**src/hdl/dlle_pkg.sv**
```systemverilog
package dlle_pkg;

  localparam int unsigned TABLE_MAX  = 4095;
  localparam int unsigned MAX_LEVELS = 4;
  localparam int unsigned LEVEL_REGS = 4;

  localparam int unsigned LVL_IDX_W = $clog2(LEVEL_REGS);
  localparam int unsigned CFG_IDX_W = $clog2(LEVEL_REGS + 1);
  localparam int unsigned CNT_REG_W = 3;
  localparam int unsigned LVL_W     = 17;
  localparam int unsigned SCALE_W   = 16;
  localparam int unsigned Q_FRAC    = 16;
  localparam int unsigned ERR_W     = 17;
  localparam int unsigned TBL_W     = $clog2(TABLE_MAX + 1);
  localparam int unsigned IDX_W     = 12;

  localparam int unsigned IPROD_W    = TBL_W + SCALE_W;
  localparam int unsigned SL_W       = SCALE_W + LVL_W;
  localparam int unsigned NUM_W      = SL_W + 1;
  localparam int unsigned SUM_W      = LVL_W + 1;
  localparam int unsigned BND_PROD_W = SCALE_W + SUM_W;
  localparam int unsigned MUL_STEPS  = 2 * LEVEL_REGS - 1;

  localparam int          ERR_MIN    = -(1 << (ERR_W - 1));

  localparam longint unsigned SCALE_MAX = (64'd1 << SCALE_W) - 64'd1;
  localparam longint unsigned Q_ONE_M1  = (64'd1 << Q_FRAC) - 64'd1;

  localparam longint unsigned DIVIDEND = longint'(TABLE_MAX) << Q_FRAC;
  localparam int unsigned     DIV_W    = $clog2(DIVIDEND + 64'd1);
  localparam int unsigned     CNT_W    = $clog2(DIV_W);

  localparam int unsigned     RECIP_L  = $clog2(TABLE_MAX);
  localparam int unsigned     RECIP_S  = IPROD_W + RECIP_L;
  localparam int unsigned     RECIP_W  = IPROD_W + 1;
  localparam int unsigned     RECIP_PW = IPROD_W + RECIP_W;
  localparam longint unsigned RECIP_M  =
    ((64'd1 << RECIP_S) + longint'(TABLE_MAX) - 64'd1) / longint'(TABLE_MAX);

  localparam logic [CFG_IDX_W-1:0] REG_LEVEL_COUNT = CFG_IDX_W'(0);
  localparam logic [CFG_IDX_W-1:0] REG_LEVEL_FIRST = CFG_IDX_W'(1);
  localparam logic [CFG_IDX_W-1:0] REG_LEVEL_LAST  = CFG_IDX_W'(LEVEL_REGS);

  typedef enum logic [2:0] {
    SEQ_START,
    SEQ_DIV,
    SEQ_SCALE,
    SEQ_MUL,
    SEQ_SEG,
    SEQ_IDLE
  } seq_state_e;

endpackage

```
**src/hdl/dither_level_lut_entry_top.sv**
```systemverilog
// An accepted input word reaches the output through the four-stage lookup pipeline.
// Throughput: one word per cycle, held back by out_ready_i and by table setup.
// After reset and after every configuration write, the table setup sequencer
// (a 28-step restoring divider for the scale, then 7 multiplier steps) keeps
// in_ready_o low until idle. Reset is asynchronous, active low, and loads the
// default levels and clears all valid bits.
module dither_level_lut_entry_top (
  input  logic                             clk_i,
  input  logic                             rst_ni,
  input  logic                             in_valid_i,
  output logic                             in_ready_o,
  input  logic [dlle_pkg::IDX_W-1:0]       table_index_i,
  output logic                             out_valid_o,
  input  logic                             out_ready_i,
  output logic [dlle_pkg::SCALE_W-1:0]     scaled_intensity_o,
  output logic [dlle_pkg::LVL_IDX_W-1:0]   pixel_value_o,
  output logic signed [dlle_pkg::ERR_W-1:0] dither_error_o,
  output logic                             table_invalid_o,
  input  logic                             cfg_valid_i,
  output logic                             cfg_ready_o,
  input  logic [dlle_pkg::CFG_IDX_W-1:0]   cfg_index_i,
  input  logic [dlle_pkg::LVL_W-1:0]       cfg_data_i
);
  import dlle_pkg::*;

  localparam logic [DIV_W-1:0]   DIVIDEND_BITS = DIV_W'(DIVIDEND);
  localparam logic [RECIP_W-1:0] RECIP_MV      = RECIP_W'(RECIP_M);
  localparam logic signed [NUM_W-1:0] ERR_FLOOR = NUM_W'(ERR_MIN);

  logic                 cfg_we;
  logic [CNT_REG_W-1:0] level_count_q;
  logic [LVL_W-1:0]     level_q [LEVEL_REGS];
  logic [CNT_REG_W-1:0] n_eff;
  logic [LVL_W-1:0]     last_lvl;

  seq_state_e state_q, state_d;
  logic [CNT_W-1:0]     cnt_q;
  logic [LVL_W-1:0]     rem_q, rem_d;
  logic [DIV_W-1:0]     quot_q, quot_d;
  logic [LVL_W:0]       rem_sh;
  logic                 div_ge;
  logic [SCALE_W-1:0]   scale_q, scale_sat;
  logic                 inv_q;
  logic [LVL_IDX_W-1:0] bidx;
  logic [SUM_W-1:0]     mul_b;
  logic [BND_PROD_W-1:0] mul_p;
  logic [TBL_W-1:0]     bnd_clamp;
  logic [SL_W-1:0]      sl_q [LEVEL_REGS];
  logic [TBL_W-1:0]     bnd_q [LEVEL_REGS-1];
  logic [TBL_W-1:0]     seg_start_d [LEVEL_REGS];
  logic [TBL_W-1:0]     seg_end_d [LEVEL_REGS];
  logic [LEVEL_REGS-1:0] seg_live_d;
  logic [TBL_W-1:0]     seg_start_q [LEVEL_REGS];
  logic [TBL_W-1:0]     seg_end_q [LEVEL_REGS];
  logic [LEVEL_REGS-1:0] seg_live_q;

  logic rdy1, rdy2, rdy3, rdy4;
  logic v1_q, v2_q, v3_q, v4_q;
  logic [TBL_W-1:0]     idx_in, idx1_q, idx2_q;
  logic [LVL_IDX_W-1:0] pix_d, pix2_q, pix3_q, pix4_q;
  logic                 cov_d, cov2_q, errok3_q;
  logic [IPROD_W-1:0]   iprod_d, iprod2_q;
  logic [RECIP_PW-1:0]  recip_p;
  logic signed [NUM_W-1:0] num_d, num3_q, num_adj, num_sh, num_sat;
  logic [SCALE_W-1:0]   int3_q, int4_q;
  logic signed [ERR_W-1:0] err_d, err4_q;
  logic [SCALE_W-1:0]   int_out_d;
  logic [LVL_IDX_W-1:0] pix_out_d;
  logic                 inv4_q;

  assign cfg_ready_o = 1'b1;
  assign cfg_we      = cfg_valid_i & cfg_ready_o;

  always_ff @(posedge clk_i or negedge rst_ni) begin
    if (!rst_ni) begin
      level_count_q <= CNT_REG_W'(1);
      level_q[0]    <= LVL_W'(1 << Q_FRAC);
      for (int k = 1; k < LEVEL_REGS; k++) begin
        level_q[k] <= '0;
      end
    end else if (cfg_we) begin
      if (cfg_index_i == REG_LEVEL_COUNT) begin
        level_count_q <= cfg_data_i[CNT_REG_W-1:0];
      end else if (cfg_index_i inside {[REG_LEVEL_FIRST:REG_LEVEL_LAST]}) begin
        level_q[LVL_IDX_W'(cfg_index_i - REG_LEVEL_FIRST)] <= cfg_data_i;
      end
    end
  end

  always_comb begin
    n_eff = level_count_q;
    if (n_eff > CNT_REG_W'(MAX_LEVELS)) begin
      n_eff = CNT_REG_W'(MAX_LEVELS);
    end
    if (n_eff > CNT_REG_W'(LEVEL_REGS)) begin
      n_eff = CNT_REG_W'(LEVEL_REGS);
    end
  end

  assign last_lvl = level_q[LVL_IDX_W'(n_eff - 1'b1)];

  // Restoring divider for the scale, one quotient bit per cycle.
  assign rem_sh = {rem_q, DIVIDEND_BITS[cnt_q]};
  assign div_ge = rem_sh >= {1'b0, last_lvl};
  assign rem_d  = div_ge ? LVL_W'(rem_sh - {1'b0, last_lvl}) : rem_sh[LVL_W-1:0];
  assign quot_d = {quot_q[DIV_W-2:0], div_ge};
  assign scale_sat = (64'(quot_q) > SCALE_MAX) ? SCALE_W'(SCALE_MAX) : quot_q[SCALE_W-1:0];

  // Shared multiplier: scaled levels first, then the segment boundaries.
  assign bidx = LVL_IDX_W'(cnt_q - CNT_W'(LEVEL_REGS));

  always_comb begin
    if (cnt_q < CNT_W'(LEVEL_REGS)) begin
      mul_b = SUM_W'(level_q[cnt_q[LVL_IDX_W-1:0]]);
    end else begin
      mul_b = SUM_W'(level_q[bidx]) + SUM_W'(level_q[LVL_IDX_W'(bidx + 1'b1)]);
    end
  end

  assign mul_p = BND_PROD_W'(scale_q) * BND_PROD_W'(mul_b);
  assign bnd_clamp = (mul_p[BND_PROD_W-1:Q_FRAC+1] > (BND_PROD_W-Q_FRAC-1)'(TABLE_MAX)) ?
                     TBL_W'(TABLE_MAX) : TBL_W'(mul_p[BND_PROD_W-1:Q_FRAC+1]);

  always_comb begin
    logic                alive;
    logic [TBL_W:0]      stw;
    logic [TBL_W-1:0]    st;
    logic [TBL_W-1:0]    en;
    int                  bi_prev;
    int                  bi_cur;
    alive = 1'b1;
    for (int p = 0; p < LEVEL_REGS; p++) begin
      bi_prev = (p > 0) ? p - 1 : 0;
      bi_cur  = (p < LEVEL_REGS - 1) ? p : 0;
      stw = (TBL_W+1)'(bnd_q[bi_prev]) + (TBL_W+1)'(1);
      if (p == 0) begin
        st = '0;
      end else if (stw > (TBL_W+1)'(TABLE_MAX)) begin
        st = TBL_W'(TABLE_MAX);
      end else begin
        st = stw[TBL_W-1:0];
      end
      if ((p == int'(n_eff) - 1) || (p == LEVEL_REGS - 1)) begin
        en = TBL_W'(TABLE_MAX);
      end else begin
        en = bnd_q[bi_cur];
      end
      alive = alive && (p < int'(n_eff)) && (st != en);
      seg_start_d[p] = st;
      seg_end_d[p]   = en;
      seg_live_d[p]  = alive;
    end
  end

  always_ff @(posedge clk_i or negedge rst_ni) begin
    if (!rst_ni) begin
      state_q <= SEQ_START;
    end else begin
      state_q <= state_d;
    end
  end

  always_comb begin
    state_d = state_q;
    case (state_q)
      SEQ_START: state_d = SEQ_DIV;
      SEQ_DIV: begin
        if (cnt_q == '0) begin
          state_d = SEQ_SCALE;
        end
      end
      SEQ_SCALE: state_d = SEQ_MUL;
      SEQ_MUL: begin
        if (cnt_q == CNT_W'(MUL_STEPS - 1)) begin
          state_d = SEQ_SEG;
        end
      end
      SEQ_SEG:  state_d = SEQ_IDLE;
      SEQ_IDLE: state_d = SEQ_IDLE;
      default:  state_d = SEQ_START;
    endcase
    if (cfg_we) begin
      state_d = SEQ_START;
    end
  end

  always_ff @(posedge clk_i or negedge rst_ni) begin
    if (!rst_ni) begin
      cnt_q <= '0;
      inv_q <= 1'b0;
    end else begin
      case (state_q)
        SEQ_START: begin
          cnt_q <= CNT_W'(DIV_W - 1);
          inv_q <= (n_eff == '0) || (last_lvl == '0);
        end
        SEQ_DIV: begin
          if (cnt_q != '0) begin
            cnt_q <= cnt_q - 1'b1;
          end
        end
        SEQ_SCALE: cnt_q <= '0;
        SEQ_MUL:   cnt_q <= cnt_q + 1'b1;
        default: ;
      endcase
    end
  end

  always_ff @(posedge clk_i) begin
    case (state_q)
      SEQ_START: begin
        rem_q  <= '0;
        quot_q <= '0;
      end
      SEQ_DIV: begin
        rem_q  <= rem_d;
        quot_q <= quot_d;
      end
      SEQ_SCALE: scale_q <= scale_sat;
      SEQ_MUL: begin
        if (cnt_q < CNT_W'(LEVEL_REGS)) begin
          sl_q[cnt_q[LVL_IDX_W-1:0]] <= mul_p[SL_W-1:0];
        end else begin
          bnd_q[bidx] <= bnd_clamp;
        end
      end
      SEQ_SEG: begin
        seg_start_q <= seg_start_d;
        seg_end_q   <= seg_end_d;
        seg_live_q  <= seg_live_d;
      end
      default: ;
    endcase
  end

  // Lookup pipeline.
  assign rdy4 = !v4_q || out_ready_i;
  assign rdy3 = !v3_q || rdy4;
  assign rdy2 = !v2_q || rdy3;
  assign rdy1 = !v1_q || rdy2;
  assign in_ready_o = rdy1 && (state_q == SEQ_IDLE);

  assign idx_in = (table_index_i > IDX_W'(TABLE_MAX)) ? TBL_W'(TABLE_MAX) :
                  TBL_W'(table_index_i);

  always_comb begin
    pix_d = '0;
    cov_d = 1'b0;
    for (int p = 0; p < LEVEL_REGS; p++) begin
      if (seg_live_q[p] && (idx1_q >= seg_start_q[p]) && (idx1_q <= seg_end_q[p])) begin
        pix_d = LVL_IDX_W'(p);
        cov_d = 1'b1;
      end
    end
  end

  assign iprod_d = IPROD_W'(idx1_q) * IPROD_W'(scale_q);
  assign recip_p = RECIP_PW'(iprod2_q) * RECIP_PW'(RECIP_MV);
  assign num_d   = $signed(NUM_W'({idx2_q, {Q_FRAC{1'b0}}})) - $signed(NUM_W'(sl_q[pix2_q]));
  assign num_adj = num3_q + $signed(NUM_W'(Q_ONE_M1));
  assign num_sh  = (num3_q < 0) ? (num_adj >>> Q_FRAC) : (num3_q >>> Q_FRAC);
  assign num_sat = (num_sh < ERR_FLOOR) ? ERR_FLOOR : num_sh;

  always_comb begin
    err_d     = errok3_q ? ERR_W'(num_sat) : '0;
    int_out_d = int3_q;
    pix_out_d = pix3_q;
    if (inv_q) begin
      err_d     = '0;
      int_out_d = '0;
      pix_out_d = '0;
    end
  end

  always_ff @(posedge clk_i or negedge rst_ni) begin
    if (!rst_ni) begin
      v1_q <= 1'b0;
      v2_q <= 1'b0;
      v3_q <= 1'b0;
      v4_q <= 1'b0;
    end else begin
      if (rdy1) begin
        v1_q <= in_valid_i && in_ready_o;
      end
      if (rdy2) begin
        v2_q <= v1_q;
      end
      if (rdy3) begin
        v3_q <= v2_q;
      end
      if (rdy4) begin
        v4_q <= v3_q;
      end
    end
  end

  always_ff @(posedge clk_i) begin
    if (rdy1) begin
      idx1_q <= idx_in;
    end
    if (rdy2) begin
      idx2_q   <= idx1_q;
      pix2_q   <= pix_d;
      cov2_q   <= cov_d;
      iprod2_q <= iprod_d;
    end
    if (rdy3) begin
      int3_q   <= recip_p[RECIP_S +: SCALE_W];
      num3_q   <= num_d;
      pix3_q   <= pix2_q;
      errok3_q <= cov2_q && (idx2_q != '0);
    end
    if (rdy4) begin
      int4_q <= int_out_d;
      pix4_q <= pix_out_d;
      err4_q <= err_d;
      inv4_q <= inv_q;
    end
  end

  assign out_valid_o        = v4_q;
  assign scaled_intensity_o = int4_q;
  assign pixel_value_o      = pix4_q;
  assign dither_error_o     = err4_q;
  assign table_invalid_o    = inv4_q;

endmodule

```
**config.mk**
```make
export PLATFORM = sky130hd
export DESIGN_NAME = dither_level_lut_entry_top
export DESIGN_NICKNAME = d
export VERILOG_FILES = /design/src/hdl/dlle_pkg.sv /design/src/hdl/dither_level_lut_entry_top.sv
export SDC_FILE = /design/constraint.sdc
export NUM_CORES = 2
export LEC_CHECK = 0
export ABC_AREA = 1
export BUFFER_PORTS_ARGS = -buffer_cell sky130_fd_sc_hd__buf_2
export CAP_MARGIN = 20
export CORE_MARGIN = 4
export CORE_UTILIZATION = 43
export CTS_CLUSTER_SIZE = 24
export DETAILED_ROUTE_END_ITERATION = 7
export SYNTH_ARGS = -nofsm -noshare
export SYNTH_HDL_FRONTEND = slang
export SYNTH_SLANG_ARGS = --single-unit
export TNS_END_PERCENT = 30
```
**constraint.sdc**
```tcl
create_clock -name clk_i -period 27.5 [get_ports clk_i]
set_input_delay 2.75 -clock clk_i [delete_from_list [all_inputs] [get_ports clk_i]]
set_output_delay 2.75 -clock clk_i [all_outputs]
set_load 0.1 [all_outputs]
```
==> out/results.ini <==
[global_route]
antenna_found_initial=4
grt_max_degree=73
gr-total-overflow=0
grtUsageTotal=0.216
grt_pass1_wl_mm=196
grt_pass1_vias=34900

[sta]
worst_slack_ps=16530
clock_skew_ps=34.4
period_needed_ps=10970
hold_viol=0
worst_pin_slew_ps=1010
setup_tns_ps=0
finalCritPeriodShare=0.399
slew-limit-headroom=0.324
finalMaxSlewViolations=0
fmax_mhz=91.2
setup_viol=0
rsz0062_at_grt=false

[clocking]
cts.path.max_buffers=3
root_buffer=clkbuf_16
cts.clk_slew.worst_paths_ps=60
clk_latency_ps=640
postCtsSetupRepairBufs=0
htreeDepth=3
ctsHoldBuffers=0
cts_buffers=67
cts.repair.resized=0
tritoncts=built
cts_sinks=533

[finish]
drive_above_1_share=0.0623
nNetsFinal=6228
diodes=0
area_growth_syn_to_layout_pct=8.66
layout_common_cells=1,068 x nand2_1, 972 x inv_1, 499 x nor2_1
mostFrequentLayoutCell=nand2_1

[die]
io_pins=76
core_mm2=0.108
dieWidth_um=338
fp-row-count=120
dieHeight_um=338
die-area_mm2=0.114
start_util=0.435

[setup_path]
crit_fanout=72
start_kind=flip-flop
cp.required_ps=27780
critPathMaxStageDelay_ps=680
rr_worst_depth=40
slowest_stage=nor2_1
end_kind=flip-flop
arrival_ps=11250
rrSetupSlack_ps=16530
path_class=flip-flop to flip-flop

[synth]
async_flop_share=0.158
synth_area_leaders=edfxtp_1 29%, fa_1 16%, ha_1 12%
synth_ff_type=edfxtp_1
yosysWarningCount=0
synth_top_area_cell=edfxtp_1
yosys.area.top_type_share=0.288
syn_area_mm2=0.0469
synth-edff-count=449
synthCells=5320
synth_seq_cells=533
synthDistinctLibCells=70
yosysSeqAreaShare=0.333
synth.net_count=6205
syn-mean-instance-area_um2=8.81

[placed_design]
place_congestion=0.922
dp_hpwl_mm=93.5
port_buffers=74
dp_slack_ps=16650

[detailed_routing]
avgViaCountPerCell=5.24
wl_per_cell_um=18.1
first_pass_iters=6
ant_nets=0
drcViolationCount=0
finalWirelength_mm=123
vias=35600
drt_iter0_markers=2754

[worst_hold_path]
whs_path_depth=2
hold_path.class=flip-flop to flip-flop

[outcome]
run_status=finished, final reports clean

[run]
maxCapViolations=0

==> layout make-up <==
cell class	count	area, um^2
well taps	1403	1760
flip-flops and latches	533	15600
inverters	992	3730
fillers	10400	56700
multi-input cells	3618	26800
clock inverters	33	334
clock buffers	88	1890
repair buffers	131	805
==> Yosys cell counts, types with 7 or more instances <==
cell,instances
buf_1,9
a21o_1,12
buf_6,8
a21oi_1,259
nor4_1,26
o21bai_1,8
a211oi_1,9
o21ai_0,285
inv_2,10
nor2_2,9
nand3b_1,8
ha_1,466
o22a_1,14
a32o_1,18
xnor2_1,49
nor2_4,7
a32oi_1,9
edfxtp_1,449
a21boi_0,7
or2_2,15
nor2_1,505
o22ai_1,26
dfrtp_1,82
clkbuf_1,135
nand3_2,11
o21ai_2,7
nand2_1,1068
a31oi_1,22
nand2_2,10
inv_1,975
o21ai_1,14
o21a_1,12
nand4_1,61
nor3_1,33
fa_1,382
buf_4,7
nand3_1,126
buf_2,17
xor2_1,88
==> worst max-delay path: cells and delay by family (launching register included) <==
kind	cells	cell delay (ps)
xor+xnor	1	230
fa+ha+maj	10	4510
buf+inv	9	1790
flops	1	400
compound gates	10	1890
simple gates	10	1760
==> worst paths after layout <==
kind,end,startpoint
hold reg to reg,out_valid_o$_DFFE_PN0P_,v3_q$_DFFE_PN0P_
setup reg to reg,bnd_q[2][9]$_DFFE_PP_,cnt_q[0]$_DFFE_PN0P_
hold / removal,out_valid_o$_DFFE_PN0P_,v3_q$_DFFE_PN0P_
setup / recovery,bnd_q[2][9]$_DFFE_PP_,cnt_q[0]$_DFFE_PN0P_
min in group asynchronous,level_q[60]$_DFFE_PN0P_,rst_ni
max in group asynchronous,cnt_q[0]$_DFFE_PN0P_,rst_ni
==> sequential cells by signal, summed over array words and instances (netlist names), 17 cells and up <==
| register | flops |
|---|---|
| bnd_q | 36 |
| dither_error_o | 17 |
| iprod2_q | 28 |
| level_q | 68 |
| num3_q | 34 |
| quot_q | 28 |
| rem_q | 17 |
| seg_end_q | 36 |
| seg_start_q | 36 |
| sl_q | 132 |
==> cell families after synthesis <==
| logic type | Yosys count | synth area share |
|---|---|---|
| and+or+nand+nor | 1892 | 0.167 |
| buffers and inverters | 1169 | 0.0960 |
| adders and majority gates | 848 | 0.288 |
| AOI/OAI and AO/OA | 739 | 0.0904 |
| DFF | 533 | 0.333 |
| xor gates and xnor gates | 138 | 0.0260 |
| other | 1 | 0.0000800 |
==> routing by layer <==
metal  routed length, um  GRT usage
met4                3720     0.0637
met3                8700     0.0375
met2               53500      0.330
met5                  20          0
met1               57200      0.314
==> through the flow <==
| stage | hold WS [ps] | instances | cell area [um^2] | utilization |
|---|---|---|---|---|
| after floorplan | 423 | 5320 | 46900 | - |
| after global placement | 433 | 6675 | 48700 | 0.452 |
| after detailed placement | 434 | 6675 | 48700 | 0.452 |
| after CTS | 430 | 6796 | 50900 | 0.473 |
| after global routing | 479 | 6798 | 50900 | 0.473 |
| final | 440 | 6798 | 50900 | 0.473 |
Power is left out: the tool's default activity adds up to more than one toggle a clock period on the data nets, which glitch-free logic cannot reach.
